--- src/swtc_pkg.sv ---
// Package: shared types, constants and the Sobel kernel function of the texture check.
`timescale 1ns / 1ps
`default_nettype none
package swtc_pkg;

  localparam int MAX_HEIGHT = 4096;
  localparam int CFG_IDX_W  = 3;
  localparam int CFG_DATA_W = 15;
  localparam int ROW_W      = 12;
  localparam int SUM_W      = 31;
  localparam int MEAN_W     = 15;
  localparam int LEN_W      = 11;
  localparam int CNT_W      = 21;
  localparam int DIM_W      = 14;
  localparam int GRAD_W     = 12;
  localparam int SQ_W       = 29;
  localparam logic [SUM_W-1:0] SUM_MAX = {SUM_W{1'b1}};

  localparam int KERN_X [3][3] = '{'{-1, 0, 1}, '{-2, 0, 2}, '{-1, 0, 1}};
  localparam int KERN_Y [3][3] = '{'{-1, -2, -1}, '{0, 0, 0}, '{1, 2, 1}};

  typedef struct packed {
    logic [7:0] pixel;
    logic       frame_start;
  } pix_in_t;

  typedef struct packed {
    logic [MEAN_W-1:0] mean_gradient;
    logic              skipped;
  } result_t;

  typedef logic [2:0][2:0][7:0] window_t;

  typedef enum logic [CFG_IDX_W-1:0] {
    REG_WIDTH  = 3'd0,
    REG_HEIGHT = 3'd1,
    REG_LEFT   = 3'd2,
    REG_TOP    = 3'd3,
    REG_SIDE   = 3'd4,
    REG_THRESH = 3'd5
  } reg_idx_e;

  typedef enum logic [2:0] {
    ST_CLEAR,
    ST_IDLE,
    ST_READ,
    ST_PICK,
    ST_MAG,
    ST_CNT,
    ST_DIV,
    ST_OUT
  } state_e;

  function automatic logic signed [GRAD_W-1:0] sobel_grad(input window_t win, input logic dir_y);
    int acc;
    acc = 0;
    for (int i = 0; i < 3; i++) begin
      for (int j = 0; j < 3; j++) begin
        acc = acc + (dir_y ? KERN_Y[i][j] : KERN_X[i][j]) * int'(win[i][j]);
      end
    end
    return GRAD_W'(acc);
  endfunction

endpackage
`default_nettype wire

--- src/swtc_div.sv ---
// Restoring divider: one quotient bit per cycle for the window mean.
`timescale 1ns / 1ps
`default_nettype none
module swtc_div (
  input  wire logic                        clk_i,
  input  wire logic                        rst_ni,
  input  wire logic                        start_i,
  input  wire logic [swtc_pkg::SUM_W-1:0]  dividend_i,
  input  wire logic [swtc_pkg::CNT_W-1:0]  divisor_i,
  output logic                             done_o,
  output logic [swtc_pkg::SUM_W-1:0]       quot_o
);

  logic [swtc_pkg::CNT_W-1:0] div_q, rem_q;
  logic [swtc_pkg::SUM_W-1:0] quo_q;
  logic [swtc_pkg::CNT_W:0]   shifted;
  logic [4:0] cnt_q;
  logic run_q, done_q, take;

  assign shifted = {rem_q, quo_q[swtc_pkg::SUM_W-1]};
  assign take    = shifted >= {1'b0, div_q};

  always_ff @(posedge clk_i or negedge rst_ni) begin
    if (!rst_ni) begin
      run_q  <= 1'b0;
      done_q <= 1'b0;
      cnt_q  <= '0;
    end else begin
      done_q <= 1'b0;
      if (start_i) begin
        run_q <= 1'b1;
        cnt_q <= '0;
      end else if (run_q) begin
        cnt_q <= cnt_q + 5'd1;
        if (cnt_q == 5'(swtc_pkg::SUM_W - 1)) begin
          run_q  <= 1'b0;
          done_q <= 1'b1;
        end
      end
    end
  end

  always_ff @(posedge clk_i) begin
    if (start_i) begin
      div_q <= divisor_i;
      rem_q <= '0;
      quo_q <= dividend_i;
    end else if (run_q) begin
      rem_q <= take ? swtc_pkg::CNT_W'(shifted - {1'b0, div_q})
                    : shifted[swtc_pkg::CNT_W-1:0];
      quo_q <= {quo_q[swtc_pkg::SUM_W-2:0], take};
    end
  end

  assign done_o = done_q;
  assign quot_o = quo_q;

endmodule
`default_nettype wire
--- config.mk ---
export PLATFORM = sky130hd
export DESIGN_NAME = swtc_div
export DESIGN_NICKNAME = d
export VERILOG_FILES = /design/src/swtc_pkg.sv /design/src/swtc_div.sv
export SDC_FILE = /design/constraint.sdc
export NUM_CORES = 1
export LEC_CHECK = 0
export ABC_AREA = 1
export BUFFER_PORTS_ARGS = -buffer_cell sky130_fd_sc_hd__buf_2
export CAP_MARGIN = 20
export CORE_AREA = 2 2 94 186
export CTS_CLUSTER_SIZE = 25
export DETAILED_ROUTE_END_ITERATION = 8
export DIE_AREA = 0 0 96 188
export GPL_ROUTABILITY_DRIVEN = 0
export PLACE_DENSITY_LB_ADDON = 0.15
export RECOVER_POWER = 100
export SYNTH_ARGS = -nofsm -noshare
export SYNTH_HDL_FRONTEND = slang
export SYNTH_SLANG_ARGS = --single-unit
--- constraint.sdc ---
create_clock -name clk_i -period 6.6 [get_ports clk_i]
set_clock_uncertainty 0.15 [all_clocks]
set_input_delay 1.32 -clock clk_i [delete_from_list [all_inputs] [get_ports clk_i]]
set_output_delay 1.32 -clock clk_i [all_outputs]
set_load 0.005 [all_outputs]
==> run_results.csv <==
group,metric,value,unit
status,status,"finished clean",
finish,layout-drive-gt1-share,0.142,
floorplanning,rows,67,
timing,hold_violations,0,
power_and_ir_drop,combPwrFrac,0.412,
synthesis,synth_compound_area_frac,0.0355,
timing,hold_ws,0.318,ns
placed_design,hpwl,10.3,mm
hold_path,hold_path_startpoint,"cnt_q[4]$_DFFE_PN0P_",
detailed_routing,post_drt_wl_per_cell,14.1,um
clock_network,cts_sinks,80,
critical_path,startpoint,"start_i",
clock_network,cts_root_buffer,"clkbuf_16",
detailed_routing,drtPass1Iterations,4,
finish,finish.net_count,811,
global_route,overflow,0,
floorplanning,die_h,188,um
synthesis,postSynthCellCount,646,
detailed_routing,routed_via_density,4.55,
floorplanning,core_area,0.0167,mm2
critical_path,cp.arrival,4.35,ns
global_route,grt_pass1_vias,4504,
synthesis,yosysWarningCount,0,
critical_path,rr_startpoint,"div_q[15]$_DFFE_PP_",
critical_path,worstPathRequired,6.44,ns
synthesis,synth_xor_area_frac,0.0144,
placed_design,portBuffers,86,
power_and_ir_drop,seq_power_share,0.344,
timing,relSlewSlack,0.206,
timing,tns,0,ns
detailed_routing,wl,13.3,mm
placed_design,placed_area,0.00550,mm2
timing,layout_min_cycle_time,4.52,ns
synthesis,synth_edf_count,52,
timing,finalSetupViolations,0,
synthesis,synth_top_family_by_area,"simple AND/OR/NAND/NOR gates",
global_route,grt_pass1_wl,21.9,mm
power_and_ir_drop,peakVddDrop,150,uV
detailed_routing,via_count,4291,
clock_network,post_cts_buffers,0,
clock_network,ctsHoldBuffers,0,
global_route,antenna_found_initial,0,
synthesis,ys_seq_elements,80,
clock_network,clk_pin_slew,0.06,ns
global_route,grt_max_degree,40,
finish,fin_area,0.00573,mm2
synthesis,avgSynthCellArea,7.54,um2
floorplanning,die_x,96,um
global_route,grtUsageMet1,0.156,
synthesis,synthArstFlopShare,0.0875,
synthesis,yosysSeqAreaShare,0.443,
synthesis,synth_nets,725,
power_and_ir_drop,pwr-share-clk,0.244,
clock_network,cts_buffers,9,
synthesis,syn_area,0.00487,mm2
timing,fin_crit_sh,0.685,
timing,rsz0062_at_grt,"no",
global_route,grt_use_total,0.159,
synthesis,synthMuxAreaShare,0,
critical_path,end_kind,"flop",
power_and_ir_drop,p_sw_frac,0.401,
clock_network,cts_tree,"built",
clock_network,h-tree-depth,3,
finish,syn2layout_area_growth,17.6,%
detailed_routing,antenna_left,0,
synthesis,synth_ff_type,"edfxtp_1",
global_route,grt_busiest_layer,"met2",
power_and_ir_drop,p_switching,0.774,mW
timing,fmax,221,MHz
power_and_ir_drop,p_int,1.16,mW
global_route,use_met2,0.297,
clock_network,clk-insertion-delay-late,0.35,ns
timing,tightestPinTransition,1.19,ns
synthesis,synthSimpleGateAreaFrac,0.346,
power_and_ir_drop,fin_total_pwr,1.93,mW
clock_network,ctsResizeCount,0,
finish,antenna_cells,0,
detailed_routing,drt-initial-drc-count,153,
critical_path,cp_max_fo,39,
timing,slew_violations,0,
synthesis,synth_fa_ha_area_frac,0.0632,
floorplanning,dieArea,0.0180,mm2
floorplanning,io-pin-count,87,
synthesis,synth.distinct_cells,34,
detailed_routing,drc,0,
clock_network,clockBufferDepth,2,
critical_path,path_class,"in2reg",
run,drv_cap,0,
critical_path,start_kind,"input pin",
finish,utilization,0.343,
power_and_ir_drop,p_leak,2.92,nW
power_and_ir_drop,power.density,337,mW/mm2
global_route,use_met3,0.0301,
hold_path,hold_class,"reg2reg",
floorplanning,initial_core_util,0.292,
-- worst max-delay path: stages --
cell	delay [ns]
clkbuf_1	0.55
clkbuf_1	0.94
buf_4	0.40
nor2_1	0.08
clkbuf_1	0.42
inv_1	0.15
buf_4	0.43
-- per-layer routing --
| layer | vias to the layer above | routed length [um] |
|---|---|---|
| li1 | 2210 | - |
| met5 | - | 0 |
| met2 | 116 | 7470 |
| met3 | 27 | 496 |
| met4 | 0 | 566 |
| met1 | 1938 | 4810 |
-- layout by cell type (no fill, tap or decap), drive strengths merged --
cell type and instances:
a31oi 1, dfrtp 7, xor2 2, xnor2 6
inv 101, clkinvlp 2, ha 23, nor2 36
o21bai 1, nand2 265, buf 60, o31ai 1
and2 1, nand3b 11, a21oi 16, edfxtp 52
clkbuf 40, nand4 4, clkinv 5, o21a 1
nand3 63, dfxtp 21, nor3 5, o21ai 12
fa 1
-- per-stage QoR --
| step | setup slack [ns] | std cells |
|---|---|---|
| global route | 1.70 | 944 |
| CTS | 3.29 | 943 |
| global placement | 2.95 | 927 |
| finish | 2.08 | 944 |
| floorplan | 3.63 | 646 |
| detailed placement | 2.92 | 927 |
-- registers in the layout (all words and copies together), names as in the netlist --
signal and flops:
div_q 21, run_q 1, done_o 1, quot_o 31
cnt_q 5, rem_q 21
-- power groups by stage --
stage | logic [mW] | registers (mW) | clock network (mW)
2_1_floorplan | 0.622 | 0.663 | 0
3_3_place_gp | 0.807 | 0.673 | 0
3_5_place_dp | 0.809 | 0.672 | 0
4_1_cts | 0.814 | 0.664 | 0.486
5_1_grt | 0.918 | 0.674 | 0.501
6_report | 0.796 | 0.663 | 0.470
-- synthesized netlist by cell type, types with 4 or more instances --
master,instances,share of area
nand2_1,255,0.20
inv_1,95,0.073
nand3_1,54,0.056
edfxtp_1,52,0.32
nor2_1,31,0.024
ha_1,23,0.059
dfxtp_1,21,0.086
a21oi_1,15,0.015
nand3b_1,11,0.017
nand3_2,9,0.019
clkbuf_1,8,0.0062
nand2_2,8,0.010
o21ai_1,8,0.0082
dfrtp_1,7,0.036
xnor2_1,6,0.011
buf_2,4,0.0041
buf_6,4,0.0093
inv_2,4,0.0031
nand4_1,4,0.0051
nor2_2,4,0.0051
nor3_1,4,0.0041
o21ai_0,4,0.0041
-- kinds of logic after synthesis --
kind of cell	Yosys count
adder cells (fa/ha/maj)	24
AO/OA/AOI/OAI	32
XOR/XNOR	8
flip-flops	80
buffers and inverters	117
AND/OR/NAND/NOR	385
-- path summary, 6_finish.rpt --
check	end	cells past startpoint	slack (ns)
worst max-delay path	quot_o[24]$_DFFE_PP_	7	2.08
worst min-delay path	cnt_q[4]$_DFFE_PN0P_	1	0.32
worst max register to register	rem_q[17]$_SDFFE_PP0P_	13	3.80
worst min register to register	cnt_q[4]$_DFFE_PN0P_	1	0.32
max in group asynchronous	run_q$_DFF_PN0_	1	5.31
min in group asynchronous	cnt_q[0]$_DFFE_PN0P_	1	0.71
-- area by class of cell --
cell class	count	area [um2]
Fill cell	1768	11000
Sequential cell	80	2160
Clock buffer	9	225
Timing Repair Buffer	91	422
Inverter	101	379
Clock inverter	7	46.3
Tap cell	207	259
Multi-Input combinational cell	449	2240
Note: power is estimated with default switching activity, not from simulation.
