File: src/swtc_pkg.sv
// Package: shared types, constants and the Sobel kernel function of the texture check.
`timescale 1ns / 1ps
`default_nettype none
package swtc_pkg;

  localparam int MAX_HEIGHT = 4096;
  localparam int CFG_IDX_W  = 3;
  localparam int CFG_DATA_W = 15;
  localparam int ROW_W      = 12;
  localparam int SUM_W      = 31;
  localparam int MEAN_W     = 15;
  localparam int LEN_W      = 11;
  localparam int CNT_W      = 21;
  localparam int DIM_W      = 14;
  localparam int GRAD_W     = 12;
  localparam int SQ_W       = 29;
  localparam logic [SUM_W-1:0] SUM_MAX = {SUM_W{1'b1}};

  localparam int KERN_X [3][3] = '{'{-1, 0, 1}, '{-2, 0, 2}, '{-1, 0, 1}};
  localparam int KERN_Y [3][3] = '{'{-1, -2, -1}, '{0, 0, 0}, '{1, 2, 1}};

  typedef struct packed {
    logic [7:0] pixel;
    logic       frame_start;
  } pix_in_t;

  typedef struct packed {
    logic [MEAN_W-1:0] mean_gradient;
    logic              skipped;
  } result_t;

  typedef logic [2:0][2:0][7:0] window_t;

  typedef enum logic [CFG_IDX_W-1:0] {
    REG_WIDTH  = 3'd0,
    REG_HEIGHT = 3'd1,
    REG_LEFT   = 3'd2,
    REG_TOP    = 3'd3,
    REG_SIDE   = 3'd4,
    REG_THRESH = 3'd5
  } reg_idx_e;

  typedef enum logic [2:0] {
    ST_CLEAR,
    ST_IDLE,
    ST_READ,
    ST_PICK,
    ST_MAG,
    ST_CNT,
    ST_DIV,
    ST_OUT
  } state_e;

  function automatic logic signed [GRAD_W-1:0] sobel_grad(input window_t win, input logic dir_y);
    int acc;
    acc = 0;
    for (int i = 0; i < 3; i++) begin
      for (int j = 0; j < 3; j++) begin
        acc = acc + (dir_y ? KERN_Y[i][j] : KERN_X[i][j]) * int'(win[i][j]);
      end
    end
    return GRAD_W'(acc);
  endfunction

endpackage
`default_nettype wire

File: src/swtc_mag.sv
// Gradient magnitude unit: Sobel sums, squares, bit-by-bit square root.
`timescale 1ns / 1ps
`default_nettype none
module swtc_mag (
  input  wire logic                       clk_i,
  input  wire logic                       rst_ni,
  input  wire logic                       start_i,
  input  wire swtc_pkg::window_t          win_i,
  output logic                            busy_o,
  output logic                            done_o,
  output logic [swtc_pkg::MEAN_W-1:0]     mag_o
);

  logic signed [swtc_pkg::GRAD_W-1:0] gx_q, gy_q;
  logic [swtc_pkg::SQ_W-1:0] v_q, res_q, bit_q, trial;
  logic [20:0] sq_sum;
  logic [3:0] cnt_q;
  logic sq_q, run_q, done_q;

  assign sq_sum = 21'(gx_q * gx_q) + 21'(gy_q * gy_q);
  assign trial  = res_q + bit_q;

  always_ff @(posedge clk_i or negedge rst_ni) begin
    if (!rst_ni) begin
      sq_q   <= 1'b0;
      run_q  <= 1'b0;
      done_q <= 1'b0;
      cnt_q  <= '0;
    end else begin
      done_q <= 1'b0;
      sq_q   <= start_i;
      if (sq_q) begin
        run_q <= 1'b1;
        cnt_q <= '0;
      end else if (run_q) begin
        cnt_q <= cnt_q + 4'd1;
        if (cnt_q == 4'd14) begin
          run_q  <= 1'b0;
          done_q <= 1'b1;
        end
      end
    end
  end

  always_ff @(posedge clk_i) begin
    if (start_i) begin
      gx_q <= swtc_pkg::sobel_grad(win_i, 1'b0);
      gy_q <= swtc_pkg::sobel_grad(win_i, 1'b1);
    end
    if (sq_q) begin
      v_q   <= {sq_sum, 8'b0};
      res_q <= '0;
      bit_q <= swtc_pkg::SQ_W'(1) << 28;
    end else if (run_q) begin
      if (v_q >= trial) begin
        v_q   <= v_q - trial;
        res_q <= (res_q >> 1) + bit_q;
      end else begin
        res_q <= res_q >> 1;
      end
      bit_q <= bit_q >> 2;
    end
  end

  assign busy_o = sq_q | run_q;
  assign done_o = done_q;
  assign mag_o  = res_q[swtc_pkg::MEAN_W-1:0];

endmodule
`default_nettype wire

File: config.mk
export PLATFORM = sky130hd
export DESIGN_NAME = swtc_mag
export DESIGN_NICKNAME = d
export VERILOG_FILES = /design/src/swtc_pkg.sv /design/src/swtc_mag.sv
export SDC_FILE = /design/constraint.sdc
export NUM_CORES = 1
export LEC_CHECK = 0
export BUFFER_PORTS_ARGS = -buffer_cell sky130_fd_sc_hd__buf_2
export CAP_MARGIN = 0
export CORE_UTILIZATION = 27
export DETAILED_ROUTE_END_ITERATION = 7
export GPL_TIMING_DRIVEN = 0
export SLEW_MARGIN = 10
export SYNTH_ARGS = -nofsm -noshare
export SYNTH_HDL_FRONTEND = slang
export SYNTH_SLANG_ARGS = --single-unit
File: constraint.sdc
create_clock -name clk_i -period 20.1 [get_ports clk_i]
set_clock_uncertainty 0.15 [all_clocks]
set_input_delay 3.015 -clock clk_i [delete_from_list [all_inputs] [get_ports clk_i]]
set_output_delay 3.015 -clock clk_i [all_outputs]
set_load 0.1 [all_outputs]
==> results.yml, run 1 <==
detailed_routing:
  met3_length_um: 1550
  viasPerCell: 4.49
  drt.antenna.violating_nets: 0
  vias: 13500
  drc: 0
  dr_wl_met2_um: 20700
  wl_per_cell_um: 13.8
  routed_wl_um: 41700
  wirelength_met1_um: 18700
  top_layer: "met4"
  drt-initial-drc-count: 719
  firstDrtPassIters: 5
layout:
  diodes: 0
  final_area_um2: 20400
  synthToLayoutAreaGrowth_pct: 9.60
  fill_cells: 7242
  drive_above_1_share: 0.0678
  fin_nets: 2699
sta:
  rsz0062_at_grt: "false"
  hold_violations: 0
  period_share: 0.401
  finalSetupTns_ps: 0
  max_slew_margin: 0.249
  layout_min_cycle_time_ps: 8050
  worstMarginPinSlew_ps: 1130
  finalSetupViolCount: 0
  setup_slack_ps: 12050
  max_freq_ghz: 0.124
  drv_slew: 0
grt:
  overflow: 0
  antenna_found_initial: 0
  grt_pass1_vias: 14500
  grt_first_pass_wirelength_um: 71700
  grt_max_degree: 25
  grt_use_total: 0.128
setup_path:
  cpPeakStageDelay_ps: 620
  critPathRequiredTime_ps: 20090
  worstPathArrival_ps: 8040
  crit_top_cell: "fa_1"
  crit_chain: "clkbuf_1 > nand2_1 > fa_1 > inv_1 > fa_1 > inv_1 > fa_1 > inv_1 > fa_1 > fa_1 > fa_1 > inv_1 > fa_1 > inv_1 > ha_1 > and3_1 > a221oi_1 > a31oi_1 > nand4_1 > a31oi_1 > a21o_1 > a21oi_1 > xnor2_1 > a32o_1"
  slowest_stage: "clkbuf_1"
  critPathMaxFanout: 10
  crit_path_start_kind: "flop"
  crit_type: "reg2reg"
  crit_path_end_kind: "flop"
clock_network:
  cts.sinks: 103
  cts_setup_buffers: 0
  cts_tree: "done"
  cts_resized: 0
  numCtsBuffers: 9
  htree_levels: 3
  cts.path.max_buffers: 2
  clock_latency_ps: 400
  postCtsHoldBufs: 0
  clockRootBuffer: "clkbuf_16"
  cts.clk_slew.worst_paths_ps: 80
floorplan:
  die_x_um: 265
  num_rows: 95
  die-area_um2: 70100
  die_h_um: 265
  core-area_um2: 67800
  start_util: 0.275
  pin_count: 92
synth:
  synth_top_flop_cell: "dfxtp_1"
  synth.area.top_cells: "fa_1 (33%), ha_1 (12%), inv_1 (9.8%)"
  synth_top_area_cell: "fa_1"
  avgSynthCellArea_um2: 9.13
  ys_types: 69
  synth_area_um2: 18600
  synth-seq-area-share: 0.136
  synth-edff-count: 44
  synth.net_count: 2605
  synth_top_area_share: 0.326
  synth_commonest_cells: "inv_1 (486), fa_1 (303), ha_1 (186)"
  synthCells: 2041
  synth.most_common_cell: "inv_1"
  synth-seq-cells: 103
  synthArstFlopShare: 0.0680
  yosysWarnings: 0
placed_design:
  gp_congestion: 0.847
  port_buffers: 83
  dp_hpwl_um: 35400
  pre_cts_slack_ps: 12040
  placed_cell_area_um2: 20100
worst_hold_path:
  min_path_type: "reg2reg"
status:
  status: "completed"
flow_run:
  drv_cap: 0
[worst max-delay path, delay by kind of cell, from the launching register on]
family / cells / cell delay (ps)
AO/OA/AOI/OAI: 6 / 1350
XOR/XNOR: 1 / 150
adder cells (fa/ha/maj): 8 / 4080
buffers and inverters: 6 / 870
flip-flops: 1 / 570
AND/OR/NAND/NOR: 3 / 630
[state kept, by name, indices dropped and copies added, names as in the netlist]
signal,cells
v_q,29
res_q,29
cnt_q,4
done_o,1
sq_q,1
bit_q,15
run_q,1
gy_q,11
gx_q,12
[layout make-up]
cell class | count | area (µm²) | area share
multi-input cells | 1382 | 13900 | 0.681
flip-flops and latches | 103 | 2540 | 0.124
inverters | 487 | 1830 | 0.0895
well taps | 873 | 1090 | 0.0535
repair buffers | 83 | 415 | 0.0203
plain buffers | 69 | 358 | 0.0175
clock buffers | 11 | 243 | 0.0119
clock inverters | 5 | 37.5 | 0.00184
[through the flow]
stage / instances / hold WS (ps) / utilization
global placement: 2997 / 301 / 0.297
finish: 3013 / 313 / 0.301
floorplan: 2041 / 286 / -
global route: 3013 / 333 / 0.301
CTS: 3013 / 318 / 0.301
detailed placement: 2997 / 307 / 0.297
[kinds of logic after synthesis]
group / count (synthesis) / synth area share
flops: 103 / 0.136
simple gates: 426 / 0.106
mux: 24 / 0.0132
xor+xnor: 158 / 0.0743
compound gates: 285 / 0.102
buf+inv: 556 / 0.117
fa+ha+maj: 489 / 0.451
[per-layer routing]
| layer | global-route usage | vias up |
|---|---|---|
| li1 | - | 6573 |
| met1 | 0.163 | 6743 |
| met2 | 0.225 | 177 |
| met3 | 0.0180 | 36 |
| met4 | 0.0339 | 0 |
| met5 | 0 | - |
[layout by cell type (no fill, tap or decap), types with 6 or more instances in the layout]
| cell type | synthesis | final |
|---|---|---|
| nand4_1 | 10 | 10 |
| o21bai_1 | 19 | 19 |
| edfxtp_1 | 44 | 44 |
| nand2_1 | 164 | 164 |
| or3_1 | 9 | 9 |
| clkbuf_1 | 40 | 41 |
| a21o_1 | 22 | 22 |
| buf_2 | 4 | 87 |
| ha_1 | 186 | 186 |
| o31ai_1 | 13 | 13 |
| nor2_1 | 102 | 102 |
| nand3_1 | 9 | 9 |
| nor2b_1 | 28 | 28 |
| buf_4 | 18 | 18 |
| a211oi_1 | 15 | 15 |
| dfrtp_1 | 7 | 7 |
| a221oi_2 | 6 | 6 |
| mux2i_1 | 20 | 20 |
| dfxtp_1 | 52 | 52 |
| o21ai_0 | 54 | 54 |
| and2_1 | 46 | 46 |
| xnor2_1 | 107 | 107 |
| a31oi_1 | 27 | 27 |
| xor2_1 | 51 | 51 |
| o21ai_1 | 6 | 6 |
| a21oi_1 | 73 | 73 |
| inv_1 | 486 | 486 |
| a22o_1 | 8 | 8 |
| fa_1 | 303 | 303 |
| clkbuf_16 | 0 | 9 |
| and3_1 | 8 | 8 |
| nand2b_1 | 9 | 9 |
| nor3_1 | 23 | 23 |
[path summary, 6_finish.rpt]
kind / cells after the start / slack (ps) / startpoint / endpoint
min in group asynchronous: 1 / 2290 / rst_ni / cnt_q[0]
setup / recovery: 24 / 12050 / gx_q[0] / v_q[28]
max in group asynchronous: 1 / 17340 / rst_ni / sq_q
hold / removal: 2 / 310 / v_q[5] / v_q[5]
hold reg to reg: 2 / 310 / v_q[5] / v_q[5]
setup reg to reg: 24 / 12050 / gx_q[0] / v_q[28]
Power of run 1 is left out: the tool's default activity adds up to more than one toggle a clock period on the data nets, which glitch-free logic cannot reach.
==> run 2: changes to the inputs <==
clock period = 6.95 ns   (was 20.1 ns; I/O delays follow)
==> results.yml, run 2 (synthesized netlist as in run 1, its figures left out) <==
layout:
  drive_above_1_share: 0.126
  fill_cells: 7165
  fin_nets: 2749
  final_cell_mix: "inv_1 (474), fa_1 (293), ha_1 (179)"
  diodes: 0
  synthToLayoutAreaGrowth_pct: 13.8
  reg.largest.list: "res_q: 29 flops, v_q: 29 flops, bit_q: 15 flops"
  final_common_cell: "inv_1"
  fin_util: 0.313
  seqCellArea_um2: 2540
  multi_input_area_um2: 14200
sta:
  drv_slew: 0
  hold_violations: 0
  layout_min_cycle_time_ps: 6900
  max_slew_margin: 0.241
  hold_ws_ps: 314
  max_freq_ghz: 0.145
  period_share: 0.993
  finalSetupViolCount: 0
  rsz0062_at_grt: "true"
  worstMarginPinSlew_ps: 1140
worst_hold_path:
  min_path_type: "reg2reg"
detailed_routing:
  routed_wl_um: 43400
  drt-initial-drc-count: 728
  drc: 0
  viasPerCell: 4.49
  wl_per_cell_um: 14.2
  drt.antenna.violating_nets: 0
  vias: 13800
  firstDrtPassIters: 5
setup_path:
  crit_top_cell: "fa_1"
  worstPathArrival_ps: 6890
  crit_chain: "buf_8 > buf_4 > nand2_2 > fa_1 > fa_1 > inv_1 > fa_1 > fa_1 > fa_1 > fa_1 > inv_2 > fa_1 > inv_2 > ha_4 > or4_4 > o21ai_4 > a31oi_4 > nand4_1 > a31oi_2 > a21o_1 > a21oi_2 > xnor2_2 > a32o_1"
  crit_buf_inv: 5
  crit_type: "reg2reg"
  cpPeakStageDelay_ps: 560
  crit_path_end_kind: "flop"
  crit_path_start_kind: "flop"
  cp_top_family: "adder cells"
  slowest_stage: "fa_1"
  critPathRequiredTime_ps: 6940
  critPathMaxFanout: 4
clock_network:
  cts.sinks: 103
  htree_levels: 3
  cts.clk_slew.worst_paths_ps: 80
  postCtsHoldBufs: 0
  cts_tree: "done"
  clockRootBuffer: "clkbuf_16"
  cts.path.max_buffers: 2
  clock_latency_ps: 390
  numCtsBuffers: 9
flow_run:
  drv_cap: 0
floorplan:
  num_rows: 95
  start_util: 0.275
  die_x_um: 265
  pin_count: 92
  die-area_um2: 70100
  core-area_um2: 67800
  die_h_um: 265
placed_design:
  port_buffers: 83
  dp_hpwl_um: 35400
  gp_congestion: 0.847
grt:
  grt_max_degree: 25
  antenna_found_initial: 0
  grt_use_total: 0.132
  grt_pass1_vias: 14700
  overflow: 0
  grt_first_pass_wirelength_um: 73600
status:
  status: "completed"
## run 2: final timing paths
| path | depth (start not counted) | end | slack [ps] | start |
|---|---|---|---|---|
| setup / recovery | 23 | v_q[28] | 50 | gx_q[2] |
| hold / removal | 2 | v_q[5] | 310 | v_q[5] |
| setup reg to reg | 23 | v_q[28] | 50 | gx_q[2] |
| hold reg to reg | 2 | v_q[5] | 310 | v_q[5] |
| max in group asynchronous | 1 | sq_q | 6160 | rst_ni |
| min in group asynchronous | 1 | cnt_q[0] | 320 | rst_ni |
## run 2: through the flow
| stage | instances | setup TNS [ps] | worst slack, ps | instance area [µm²] |
|---|---|---|---|---|
| 2_1_floorplan | 2041 | 0 | 116 | 18600 |
| 3_3_place_gp | 2997 | -5380 | -1070 | 20100 |
| 3_5_place_dp | 2997 | -5720 | -1110 | 20100 |
| 4_1_cts | 3043 | -48.9 | -48.9 | 20800 |
| 5_1_grt | 3063 | -172 | -172 | 21200 |
| 6_report | 3063 | 0 | 46.1 | 21200 |
## run 2: layout make-up
type,count,share of cell area
well taps,873,0.0515
plain buffers,59,0.0194
repair buffers,143,0.0417
multi-input cells,1382,0.668
clock inverters,5,0.00177
inverters,487,0.0864
flip-flops and latches,103,0.120
clock buffers,11,0.0115
## run 2: what timing repair did
item                       4_1_cts  5_1_grt
setup buffers                   39       21
setup endpoints to repair       10        6
pin swaps                       14       46
gates resized for setup         44       81
## run 2: per-layer routing
metal,GRT usage,share of wire
met5,0,0
met1,0.171,0.45
met2,0.228,0.49
met4,0.0364,0.020
met3,0.0194,0.037
## run 2: worst min-delay path: stages (launching register included)
cell and delay [ps]:
dfxtp_1 320, nand2_1 50, a21oi_1 50
Power of run 2 is left out for the same reason.
==> run 3: changes to the inputs <==
CORE_ASPECT_RATIO = 1.5   (was not set)
==> results.yml, run 3 (synthesized netlist as in run 1, its figures left out) <==
status:
  status: "completed"
clock_network:
  cts.sinks: 103
  cts.path.max_buffers: 2
  cts_tree: "done"
  clock_latency_ps: 390
  numCtsBuffers: 9
  htree_levels: 3
  clockRootBuffer: "clkbuf_16"
  cts.clk_slew.worst_paths_ps: 90
floorplan:
  die_h_um: 324
  pin_count: 92
  start_util: 0.274
  core-area_um2: 68100
  die_x_um: 216
  num_rows: 117
  die-area_um2: 70100
detailed_routing:
  wl_per_cell_um: 15.0
  drt-initial-drc-count: 663
  routed_wl_um: 46200
  viasPerCell: 4.46
  drt.antenna.violating_nets: 0
  vias: 13800
  drc: 0
  firstDrtPassIters: 5
placed_design:
  port_buffers: 83
  placed_cell_area_um2: 20200
  gp_congestion: 0.831
  dp_hpwl_um: 38800
layout:
  diodes: 0
  final_area_um2: 21200
  drive_above_1_share: 0.121
  final_cell_mix: "inv_1 (474), fa_1 (298), ha_1 (181)"
  synthToLayoutAreaGrowth_pct: 13.9
  fill_cells: 7163
  fin_util: 0.312
  final_common_cell: "inv_1"
  fin_nets: 2748
  reg.largest.list: "res_q: 29 flops, v_q: 29 flops, bit_q: 15 flops"
sta:
  layout_min_cycle_time_ps: 6870
  max_slew_margin: 0.286
  worstMarginPinSlew_ps: 1070
  drv_slew: 0
  finalSetupViolCount: 0
  rsz0062_at_grt: "true"
  hold_violations: 0
  max_freq_ghz: 0.145
  period_share: 0.989
  hold_ws_ps: 311
setup_path:
  crit_type: "reg2reg"
  rr_worst_depth: 24
  critPathMaxFanout: 5
  critPathRequiredTime_ps: 6950
  crit_path_end_kind: "flop"
  r2r_start: "gx_q[0]"
  rrSetupSlack_ps: 80
  crit_path_start_kind: "flop"
  worstPathArrival_ps: 6870
  r2r-end: "v_q[28]"
flow_run:
  drv_cap: 0
worst_hold_path:
  min_path_type: "reg2reg"
  min_from: "v_q[5]"
  holdPathStages: 2
  min_to: "v_q[5]"
grt:
  grt_first_pass_wirelength_um: 74100
  grt_pass1_vias: 14800
  grt_use_total: 0.136
  grt_max_degree: 25
  antenna_found_initial: 1
  overflow: 0
[run 3: layout make-up]
cell class / count / area, µm² / share of cell area
plain buffers: 61 / 417 / 0.0196
clock buffers: 10 / 250 / 0.0118
clock inverters: 6 / 67.6 / 0.00318
inverters: 487 / 1840 / 0.0867
multi-input cells: 1382 / 14100 / 0.664
flip-flops and latches: 103 / 2540 / 0.120
well taps: 892 / 1120 / 0.0526
repair buffers: 140 / 893 / 0.0421
[run 3: worst max-delay path, stage by stage, from the launching register on]
cell and delay, ps:
edfxtp_1 500, buf_8 190, buf_12 120, and2_4 150
fa_1 520, inv_2 40, fa_1 470, inv_1 50
fa_1 470, fa_2 620, fa_1 440, fa_1 520
inv_2 40, fa_1 510, inv_2 50, ha_4 220
or4_4 520, o21ai_2 80, a31oi_2 70, nand4_1 160
a31oi_2 120, a21o_1 180, a21oi_2 160, xnor2_2 90
a32o_1 220
[run 3: what timing repair did]
item / in CTS / in global routing
pin swaps: 8 / 46
hold buffers: 0 / 0
gates resized for setup: 48 / 71
buffers inserted: 35 / 22
endpoints found under the setup margin: 11 / 4
gates cloned: 0 / 0
[run 3: routing by layer]
layer / share of wire / GRT usage / up-vias
met5: 0 / 0 / -
met2: 0.55 / 0.274 / 221
met1: 0.37 / 0.136 / 6761
met3: 0.024 / 0.0158 / 84
li1: - / - / 6686
met4: 0.046 / 0.0623 / 0
[run 3: stage by stage]
| step | worst slack [ps] | instances | TNS, ps |
|---|---|---|---|
| after floorplan | 116 | 2041 | 0 |
| after global placement | -1070 | 3016 | -5880 |
| after detailed placement | -1150 | 3016 | -6720 |
| after CTS | -41.0 | 3059 | -41.0 |
| after global routing | -89.3 | 3081 | -89.3 |
| final | 76.2 | 3081 | 0 |
[run 3: worst max-delay path by stage]
stage | to | start | slack (ps) | depth (start not counted)
2_1_floorplan | v_q[28] | gx_q[0] | 120 | 24
3_3_place_gp | v_q[28] | gx_q[0] | -1070 | 24
3_5_place_dp | v_q[28] | gx_q[0] | -1150 | 24
4_1_cts | v_q[28] | gy_q[6] | -40 | 25
5_1_grt | v_q[28] | gx_q[0] | -90 | 24
6_report | v_q[28] | gx_q[0] | 80 | 24
Power of run 3 is left out for the same reason.
